--- config.mk ---
export PLATFORM = sky130hd
export DESIGN_NAME = bba_ctrl
export DESIGN_NICKNAME = d
export VERILOG_FILES = /design/src/design/bba_pkg.sv /design/src/design/bba_ctrl.sv
export SDC_FILE = /design/constraint.sdc
export NUM_CORES = 1
export LEC_CHECK = 0
export ABC_AREA = 1
export BUFFER_PORTS_ARGS = -buffer_cell sky130_fd_sc_hd__buf_2
export CAP_MARGIN = 20
export CORE_MARGIN = 4
export CORE_UTILIZATION = 43
export CTS_CLUSTER_SIZE = 40
export DETAILED_ROUTE_END_ITERATION = 8
export GPL_ROUTABILITY_DRIVEN = 0
export PLACE_DENSITY = 0.78
export SYNTH_ARGS = -nofsm -noshare
export SYNTH_HDL_FRONTEND = slang
export SYNTH_SLANG_ARGS = --single-unit
--- constraint.sdc ---
create_clock -name clk_i -period 1.3 [get_ports clk_i]
set_clock_uncertainty 0.1 [all_clocks]
set_input_delay 0.26 -clock clk_i [delete_from_list [all_inputs] [get_ports clk_i]]
set_output_delay 0.26 -clock clk_i [all_outputs]
set_load 0.01 [all_outputs]
--- src/design/bba_pkg.sv ---
`timescale 1ns / 1ps
`default_nettype none
// ----------------------------------------------------------------------------
// bba_pkg
// Shared constants, codes and controller/datapath interface types of the
// buddy block allocator.
// ----------------------------------------------------------------------------
package bba_pkg;

  // Default heap geometry
  localparam int MIN_ORDER_DEF = 5;
  localparam int TOP_ORDER_DEF = 16;

  // Order field width in the block header (holds orders up to 31)
  localparam int ORDER_W   = 5;
  localparam int ADDR_W    = 32;
  localparam int HDR_BYTES = 16;
  localparam int ALIGN_LSB = 7;

  // Request kinds
  localparam logic KIND_ALLOC = 1'b0;
  localparam logic KIND_FREE  = 1'b1;

  // Result status codes
  typedef enum logic [2:0] {
    ST_DONE      = 3'd0,
    ST_IGNORED   = 3'd1,
    ST_TOO_LARGE = 3'd2,
    ST_NO_BLOCK  = 3'd3,
    ST_BAD_FREE  = 3'd4
  } status_e;

  // Datapath operations issued by the controller
  typedef enum logic [3:0] {
    OP_NOP,
    OP_CLR,
    OP_LOAD,
    OP_DECODE,
    OP_FIND,
    OP_A_RD,
    OP_SPLIT_A,
    OP_SPLIT_B,
    OP_A_FIN,
    OP_F_CHK,
    OP_M_TEST,
    OP_M_CHK,
    OP_UL_CHK,
    OP_M_UP,
    OP_PUSH,
    OP_LOAD_OUT
  } dp_op_e;

  typedef struct packed {
    dp_op_e op;
  } dp_cmd_t;

  typedef struct packed {
    logic clr_done;    // clearing sweep at last unit
    logic is_free;     // request is a free
    logic dec_fail;    // request rejected at decode
    logic find_fail;   // no free list at or above the needed order
    logic split_more;  // current list is above the target list
    logic mark_ok;     // freed unit carries an allocation mark
    logic merge_ok;    // block is below the top order
    logic bud_match;   // buddy is free at equal order
    logic cur_ok;      // list walk pointer is valid
    logic cur_hit;     // list walk reached the buddy
    logic out_free;    // output register can take a result
  } dp_sts_t;

endpackage
`default_nettype wire

--- src/design/bba_ctrl.sv ---
`timescale 1ns / 1ps
`default_nettype none
// ----------------------------------------------------------------------------
// bba_ctrl
// Sequencer of the buddy block allocator: clearing sweep, request decode,
// split loop, merge loop with free list walk, result hand-off.
// ----------------------------------------------------------------------------
module bba_ctrl (
  input  wire logic             clk_i,
  input  wire logic             rst_ni,
  input  wire logic             in_valid_i,
  output logic                  in_ready_o,
  input  wire bba_pkg::dp_sts_t sts_i,
  output bba_pkg::dp_cmd_t      cmd_o
);

  typedef enum logic [3:0] {
    S_CLEAR,
    S_IDLE,
    S_DECODE,
    S_FIND,
    S_A_RD,
    S_SPLIT_A,
    S_SPLIT_B,
    S_A_FIN,
    S_F_CHK,
    S_M_TEST,
    S_M_CHK,
    S_UL_RD,
    S_UL_CHK,
    S_M_UP,
    S_PUSH,
    S_FINISH
  } state_e;

  state_e state_q;

  // Operation per state
  always_comb begin
    unique case (state_q)
      S_CLEAR:   cmd_o.op = bba_pkg::OP_CLR;
      S_IDLE:    cmd_o.op = in_valid_i ? bba_pkg::OP_LOAD : bba_pkg::OP_NOP;
      S_DECODE:  cmd_o.op = bba_pkg::OP_DECODE;
      S_FIND:    cmd_o.op = bba_pkg::OP_FIND;
      S_A_RD:    cmd_o.op = bba_pkg::OP_A_RD;
      S_SPLIT_A: cmd_o.op = bba_pkg::OP_SPLIT_A;
      S_SPLIT_B: cmd_o.op = bba_pkg::OP_SPLIT_B;
      S_A_FIN:   cmd_o.op = bba_pkg::OP_A_FIN;
      S_F_CHK:   cmd_o.op = bba_pkg::OP_F_CHK;
      S_M_TEST:  cmd_o.op = bba_pkg::OP_M_TEST;
      S_M_CHK:   cmd_o.op = bba_pkg::OP_M_CHK;
      S_UL_RD:   cmd_o.op = bba_pkg::OP_NOP;
      S_UL_CHK:  cmd_o.op = bba_pkg::OP_UL_CHK;
      S_M_UP:    cmd_o.op = bba_pkg::OP_M_UP;
      S_PUSH:    cmd_o.op = bba_pkg::OP_PUSH;
      S_FINISH:  cmd_o.op = sts_i.out_free ? bba_pkg::OP_LOAD_OUT : bba_pkg::OP_NOP;
      default:   cmd_o.op = bba_pkg::OP_NOP;
    endcase
  end

  assign in_ready_o = (state_q == S_IDLE);

  // State register
  always_ff @(posedge clk_i or negedge rst_ni) begin
    if (!rst_ni) begin
      state_q <= S_CLEAR;
    end else begin
      unique case (state_q)
        S_CLEAR:   if (sts_i.clr_done) state_q <= S_IDLE;
        S_IDLE:    if (in_valid_i) state_q <= S_DECODE;
        S_DECODE: begin
          if (sts_i.dec_fail) begin
            state_q <= S_FINISH;
          end else if (sts_i.is_free) begin
            state_q <= S_F_CHK;
          end else begin
            state_q <= S_FIND;
          end
        end
        S_FIND:    state_q <= sts_i.find_fail ? S_FINISH : S_A_RD;
        S_A_RD:    state_q <= sts_i.split_more ? S_SPLIT_A : S_A_FIN;
        S_SPLIT_A: state_q <= S_SPLIT_B;
        S_SPLIT_B: state_q <= S_A_RD;
        S_A_FIN:   state_q <= S_FINISH;
        S_F_CHK:   state_q <= sts_i.mark_ok ? S_M_TEST : S_FINISH;
        S_M_TEST:  state_q <= sts_i.merge_ok ? S_M_CHK : S_PUSH;
        S_M_CHK:   state_q <= sts_i.bud_match ? S_UL_RD : S_PUSH;
        // a buddy missing from its list still merges
        S_UL_RD:   state_q <= sts_i.cur_ok ? S_UL_CHK : S_M_UP;
        S_UL_CHK:  state_q <= sts_i.cur_hit ? S_M_UP : S_UL_RD;
        S_M_UP:    state_q <= S_M_TEST;
        S_PUSH:    state_q <= S_FINISH;
        S_FINISH:  if (sts_i.out_free) state_q <= S_IDLE;
        default:   state_q <= S_IDLE;
      endcase
    end
  end

endmodule
`default_nettype wire
==> flow_metrics.py, run 1 <==
metrics = {
    "status": {
        "status": "finished, violations left",
        "violations": "negative setup slack",
    },
    "route": {
        "drc": 0,
        "wl_met2_mm": 1.10,
        "wl_met1_um": 926,
        "highest_layer": "met4",
        "dr.pass1.iters": 6,
        "wl_met3_um": 243,
        "vias_per_cell": 5.40,
        "drtIter0Drc": 50,
        "final_antenna_net_count": 0,
        "num_vias": 869,
        "wl_mm": 2.36,
        "wl_per_cell_um": 14.7,
    },
    "logic_synthesis": {
        "syn_avg_cell_area_um2": 5.65,
        "synth-edff-count": 0,
        "synth_most_common_cell": "nand2_1",
        "yosysWarnings": 0,
        "synth_cell_type_count": 16,
        "ys_seq_elements": 4,
        "synthesis.nets": 113,
        "syn_area_um2": 559,
        "synthFlopType": "dfrtp_1",
        "netlist_top_cells_area": "dfrtp_1, nand2_1, nor2_1, nand3_1, inv_2",
        "synth_top_area_cell": "dfrtp_1",
        "synth_commonest_cells": "nand2_1, nor2_1, nand3_1",
        "async_flop_share_pct": 100,
        "synth_top_cell_area_share_pct": 17.9,
        "ys_seq_area_share_pct": 17.9,
        "postSynthCellCount": 99,
    },
    "critical_path": {
        "critPathMaxFanout": 6,
        "cp_cell_sequence": "buf_6 > nor2_4 > nand2_1 > nand4_1 > buf_2",
        "startpoint_type": "flip-flop",
        "critPathArrivalTime_ns": 1.36,
        "worstPathRequired_ns": 0.94,
        "cp_top_family": "flip-flops",
        "crit_slowest_cell": "dfrtp_2",
        "critical_path_class": "flip-flop to output pin",
        "critical-path-max-stage-delay_ns": 0.46,
        "critPathCaptureType": "output pin",
        "critPathBufInv": 2,
    },
    "finish": {
        "final_cells": 161,
        "final_layout_size_suffix_gt1_share_pct": 57.1,
        "final_util_pct": 85.1,
        "finalInstanceArea_um2": 997,
        "largestRegisters": "state_q x4",
        "syn_to_final_growth_pct": 78.3,
        "regMostFlops": "state_q",
        "nets": 162,
        "antenna_cells": 0,
        "largest_reg_flops": 4,
    },
    "floorplan": {
        "start_util_pct": 47.8,
        "die_y_um": 44.1,
        "core_area_um2": 1170,
        "dieArea_um2": 1940,
        "die_w_um": 44.1,
        "io_pins": 19,
        "rows": 12,
    },
    "power": {
        "p_leak_nw": 0.544,
        "vdd_ir_drop_max_v": 0.00195,
        "p_per_area_nw_per_um2": 2810,
        "p_total_mw": 2.80,
    },
    "place": {
        "placed_cell_area_um2": 817,
        "port_buffers": 18,
        "place_hpwl_mm": 1.47,
        "dpl.cell_count": 149,
    },
    "timing": {
        "slew_headroom_pct": 86.2,
        "period_needed_ns": 1.72,
        "setup_viol": 9,
        "hold_viol_final": 0,
        "period_share_pct": 133,
        "finalWorstSetupSlack_ns": -0.424,
        "tns_ns": -2.65,
        "maxSlewViolCount": 0,
        "max_freq_mhz": 580,
        "rsz0062_at_grt": "true",
        "worst_slew_pin_slew_ns": 0.207,
    },
    "flow_run": {
        "drv_cap": 0,
    },
    "grt": {
        "grt_pass1_vias": 831,
        "grt_max_degree": 7,
        "antenna_found_initial": 0,
        "grt_use_total_pct": 24.8,
        "grt.overflow.total": 0,
        "grt_pass1_wl_mm": 3.57,
    },
    "cts": {
        "cts_tree": "yes",
        "htree_levels": 1,
        "cts_buffers": 3,
        "clk_pin_slew_ns": 0.05,
        "insertion_delay_ns": 0.25,
        "cts-root-buf": "clkbuf_4",
        "clock-sinks": 4,
        "clk_path_buf_depth": 2,
    },
    "min_path": {
        "hp-class": "input pin to flip-flop",
    },
}
where the power goes:
group | internal (mW) | leakage [nW] | switching (mW)
combinational | 1.03 | 0.486 | 1.20
sequential | 0.212 | 0.0433 | 0.180
clock | 0.116 | 0.0150 | 0.0596
total | 1.36 | 0.544 | 1.44
final cells by class:
| class | instances | area (um2) |
|---|---|---|
| repair buffers | 44 | 313 |
| flip-flops and latches | 4 | 105 |
| inverters | 17 | 66.3 |
| clock buffers | 4 | 26.3 |
| well taps | 14 | 17.5 |
| multi-input cells | 78 | 469 |
| fillers | 82 | 174 |
through the flow:
stage | setup WS [ns] | hold slack (ns)
after floorplan | -0.0536 | -0.136
after global placement | -0.128 | -0.0354
after detailed placement | -0.153 | -0.0306
after CTS | -0.379 | 0.207
after global routing | -0.495 | 0.237
final | -0.424 | 0.211
what timing repair did:
| item | 4_1_cts | 5_1_grt |
|---|---|---|
| pin swaps | 8 | 12 |
| buffers inserted | 5 | 3 |
| endpoints found under the hold margin | 4 | 0 |
| resized for setup | 13 | 12 |
| hold buffers | 1 | 0 |
| endpoints found under the setup margin | 9 | 9 |
layer usage:
metal | global-route usage, % | vias to the layer above
met2 | 41.6 | 60
met4 | 5.42 | 0
li1 | - | 412
met1 | 31.6 | 385
met3 | 6.50 | 12
met5 | 0 | -
cell usage in the layout, fill, tap and decap left out:
| master | n |
|---|---|
| a21oi_1 | 1 |
| a22oi_1 | 1 |
| a22oi_2 | 1 |
| buf_2 | 17 |
| buf_4 | 20 |
| buf_6 | 6 |
| clkbuf_1 | 1 |
| clkbuf_4 | 3 |
| dfrtp_2 | 4 |
| dlygate4sd3_1 | 1 |
| inv_1 | 7 |
| inv_2 | 9 |
| inv_4 | 1 |
| nand2_1 | 24 |
| nand2_2 | 4 |
| nand2_4 | 2 |
| nand3_1 | 6 |
| nand3_2 | 5 |
| nand3b_1 | 2 |
| nand4_1 | 4 |
| nor2_1 | 12 |
| nor2_2 | 4 |
| nor2_4 | 6 |
| nor3_2 | 1 |
| nor3_4 | 1 |
| o211ai_1 | 1 |
| o21ai_0 | 2 |
| o21ai_1 | 1 |
kinds of logic (layout without fill, tap and decap cells):
logic type / count (synthesis) / in the layout / synth area share [%]
buf+inv: 17 / 65 / 11.4
flops: 4 / 4 / 17.9
simple gates: 71 / 71 / 63.1
compound gates: 7 / 7 / 7.60
path summary, 6_finish.rpt:
kind	start	to	slack, ns	cells after the start
worst max-delay path	state_q[3]	cmd_o[2]	-0.42	5
worst min register to register	state_q[1]	state_q[2]	0.79	5
worst min-delay path	sts_i[9]	state_q[3]	0.21	3
worst max register to register	state_q[2]	state_q[1]	-0.24	10
min in group asynchronous	rst_ni	state_q[2]	0.25	2
max in group asynchronous	rst_ni	state_q[1]	0.70	2
worst reg2reg max path, cell delays in order, from the launching register on:
cell     delay, ns
dfrtp_2       0.47
inv_2         0.10
nor2_4        0.06
buf_4         0.13
buf_4         0.12
nand2_1       0.05
nor2_1        0.04
nor2_1        0.16
nand2_1       0.07
nand2_1       0.06
nand2_1       0.05
No activity file was read; power rests on OpenSTA's default activity.
==> run 2, diff against run 1 <==
--- a/config.mk
+++ b/config.mk
@@ -17,3 +17,4 @@
 export SYNTH_ARGS = -nofsm -noshare
 export SYNTH_HDL_FRONTEND = slang
 export SYNTH_SLANG_ARGS = --single-unit
+export TNS_END_PERCENT = 20
==> run 2 against run 1 <==
Against the previous run: the run still ends with negative setup slack left; global-route usage is 3.2 points lower; via count is 9.6% lower; largest cell class unchanged; final cell count is 3.7% lower; worst setup slack better by 0.038 ns; critical path depth is 1 lower; fmax is 2.3% higher; wire length is 20% lower.
==> flow_metrics.py, run 2 (synthesized netlist as in run 1, its figures left out) <==
metrics = {
    "status": {
        "status": "finished, violations left",
        "violations": "negative setup slack",
    },
    "critical_path": {
        "startpoint_type": "flip-flop",
        "critPathCaptureType": "output pin",
        "worstPathRequired_ns": 0.94,
        "critical_path_class": "flip-flop to output pin",
        "critPathArrivalTime_ns": 1.33,
        "r2r_slack_ns": -0.13,
        "critPathMaxFanout": 5,
    },
    "floorplan": {
        "start_util_pct": 47.8,
        "die_y_um": 44.1,
        "core_area_um2": 1170,
        "rows": 12,
        "io_pins": 19,
        "die_w_um": 44.1,
        "dieArea_um2": 1940,
    },
    "place": {
        "post-place-ws_ns": -0.149,
        "dpl.cell_count": 146,
        "port_buffers": 18,
        "placed_cell_area_um2": 792,
        "place_hpwl_mm": 1.46,
    },
    "finish": {
        "final_layout_size_suffix_gt1_share_pct": 51.1,
        "regMostFlops": "state_q",
        "nFillCells": 87,
        "final_common_cell": "nand2_1",
        "largestRegisters": "state_q x4",
        "finalInstanceArea_um2": 907,
        "nets": 156,
        "syn_to_final_growth_pct": 62.2,
        "final_util_pct": 77.5,
        "largest_reg_flops": 4,
        "final_cells": 155,
        "final_cell_mix": "nand2_1, buf_2, buf_4",
        "antenna_cells": 0,
    },
    "cts": {
        "insertion_delay_ns": 0.24,
        "cts-root-buf": "clkbuf_4",
        "clk_pin_slew_ns": 0.04,
        "cts_buffers": 3,
        "clock-sinks": 4,
        "cts_tree": "yes",
        "htree_levels": 1,
        "clk_path_buf_depth": 2,
    },
    "timing": {
        "hold_viol_final": 0,
        "worst_slew_pin_slew_ns": 0.273,
        "finalWorstSetupSlack_ns": -0.386,
        "rsz0062_at_grt": "true",
        "period_needed_ns": 1.69,
        "slew_headroom_pct": 81.6,
        "max_freq_mhz": 593,
        "setup_viol": 9,
        "period_share_pct": 130,
        "maxSlewViolCount": 0,
    },
    "grt": {
        "grt_use_total_pct": 21.6,
        "grt_pass1_wl_mm": 3.08,
        "antenna_found_initial": 0,
        "grt.overflow.total": 0,
        "grt_max_degree": 7,
        "grt_pass1_vias": 717,
    },
    "route": {
        "drtIter0Drc": 15,
        "wl_mm": 1.89,
        "wl_per_cell_um": 12.2,
        "num_vias": 786,
        "final_antenna_net_count": 0,
        "dr.pass1.iters": 4,
        "drc": 0,
        "vias_per_cell": 5.07,
    },
    "power": {
        "pwr-share-seq_pct": 14.9,
        "p_per_area_nw_per_um2": 2760,
        "clkPwrFrac_pct": 7.0,
        "p_leak_nw": 0.483,
        "vdd_ir_drop_max_v": 0.00175,
        "pwr-share-comb_pct": 78.1,
        "switching_power_mw": 1.30,
        "intPower_mw": 1.21,
        "power.share.switching_pct": 51.9,
    },
    "min_path": {
        "hp-class": "input pin to flip-flop",
    },
    "flow_run": {
        "drv_cap": 0,
    },
}
==> run 2: cell type report <==
type / count / area [um2] / area share, %
multi-input cells: 78 / 435 / 48.0
well taps: 14 / 17.5 / 1.93
flip-flops and latches: 4 / 105 / 11.6
inverters: 17 / 66.3 / 7.31
repair buffers: 38 / 256 / 28.3
clock buffers: 4 / 26.3 / 2.90
==> run 2: path summary, 6_finish.rpt <==
check                           start    endpoint  cells past startpoint
max in group asynchronous      rst_ni  state_q[2]                      2
min in group asynchronous      rst_ni  state_q[0]                      2
hold reg to reg            state_q[1]  state_q[1]                      5
setup reg to reg           state_q[3]  state_q[0]                     10
hold / removal               sts_i[9]  state_q[3]                      3
setup / recovery           state_q[0]    cmd_o[2]                      4
==> run 2: worst max-delay path: stages, from the launching register on <==
cell     delay, ns
dfrtp_2       0.46
nand2_4       0.09
o21ai_0       0.26
nand4_1       0.12
buf_2         0.16
==> run 2: through the flow <==
stage                     hold WS [ns]  total power [mW]  setup TNS, ns
after floorplan                 -0.136              1.35        -0.0768
after global placement         -0.0350              2.01         -0.755
after detailed placement       -0.0355              2.05         -0.960
after CTS                        0.206              2.46          -2.09
after global routing             0.210              2.72          -2.88
final                            0.212              2.51          -2.13
==> run 2: routing by layer <==
metal / GRT usage, % / share of wire [%] / up-vias
met5: 0 / 0 / -
li1: - / - / 401
met2: 36.3 / 49 / 32
met3: 2.44 / 5.3 / 2
met1: 27.4 / 44 / 351
met4: 9.64 / 1.1 / 0
==> run 2: power by group through the flow <==
stage               sequential [mW]  combinational, mW  clock [mW]
floorplan                     0.331               1.02           0
global placement              0.335               1.68           0
detailed placement            0.344               1.71           0
CTS                           0.366               1.91       0.183
global route                  0.380               2.15       0.197
finish                        0.374               1.96       0.175
==> run 2: timing repair <==
action / in CTS / in global routing
endpoints found under the hold margin: 4 / 0
resized for setup: 13 / 2
pin swaps: 7 / 3
setup buffers: 4 / 0
hold buffers: 1 / 0
setup endpoints to repair: 9 / 9
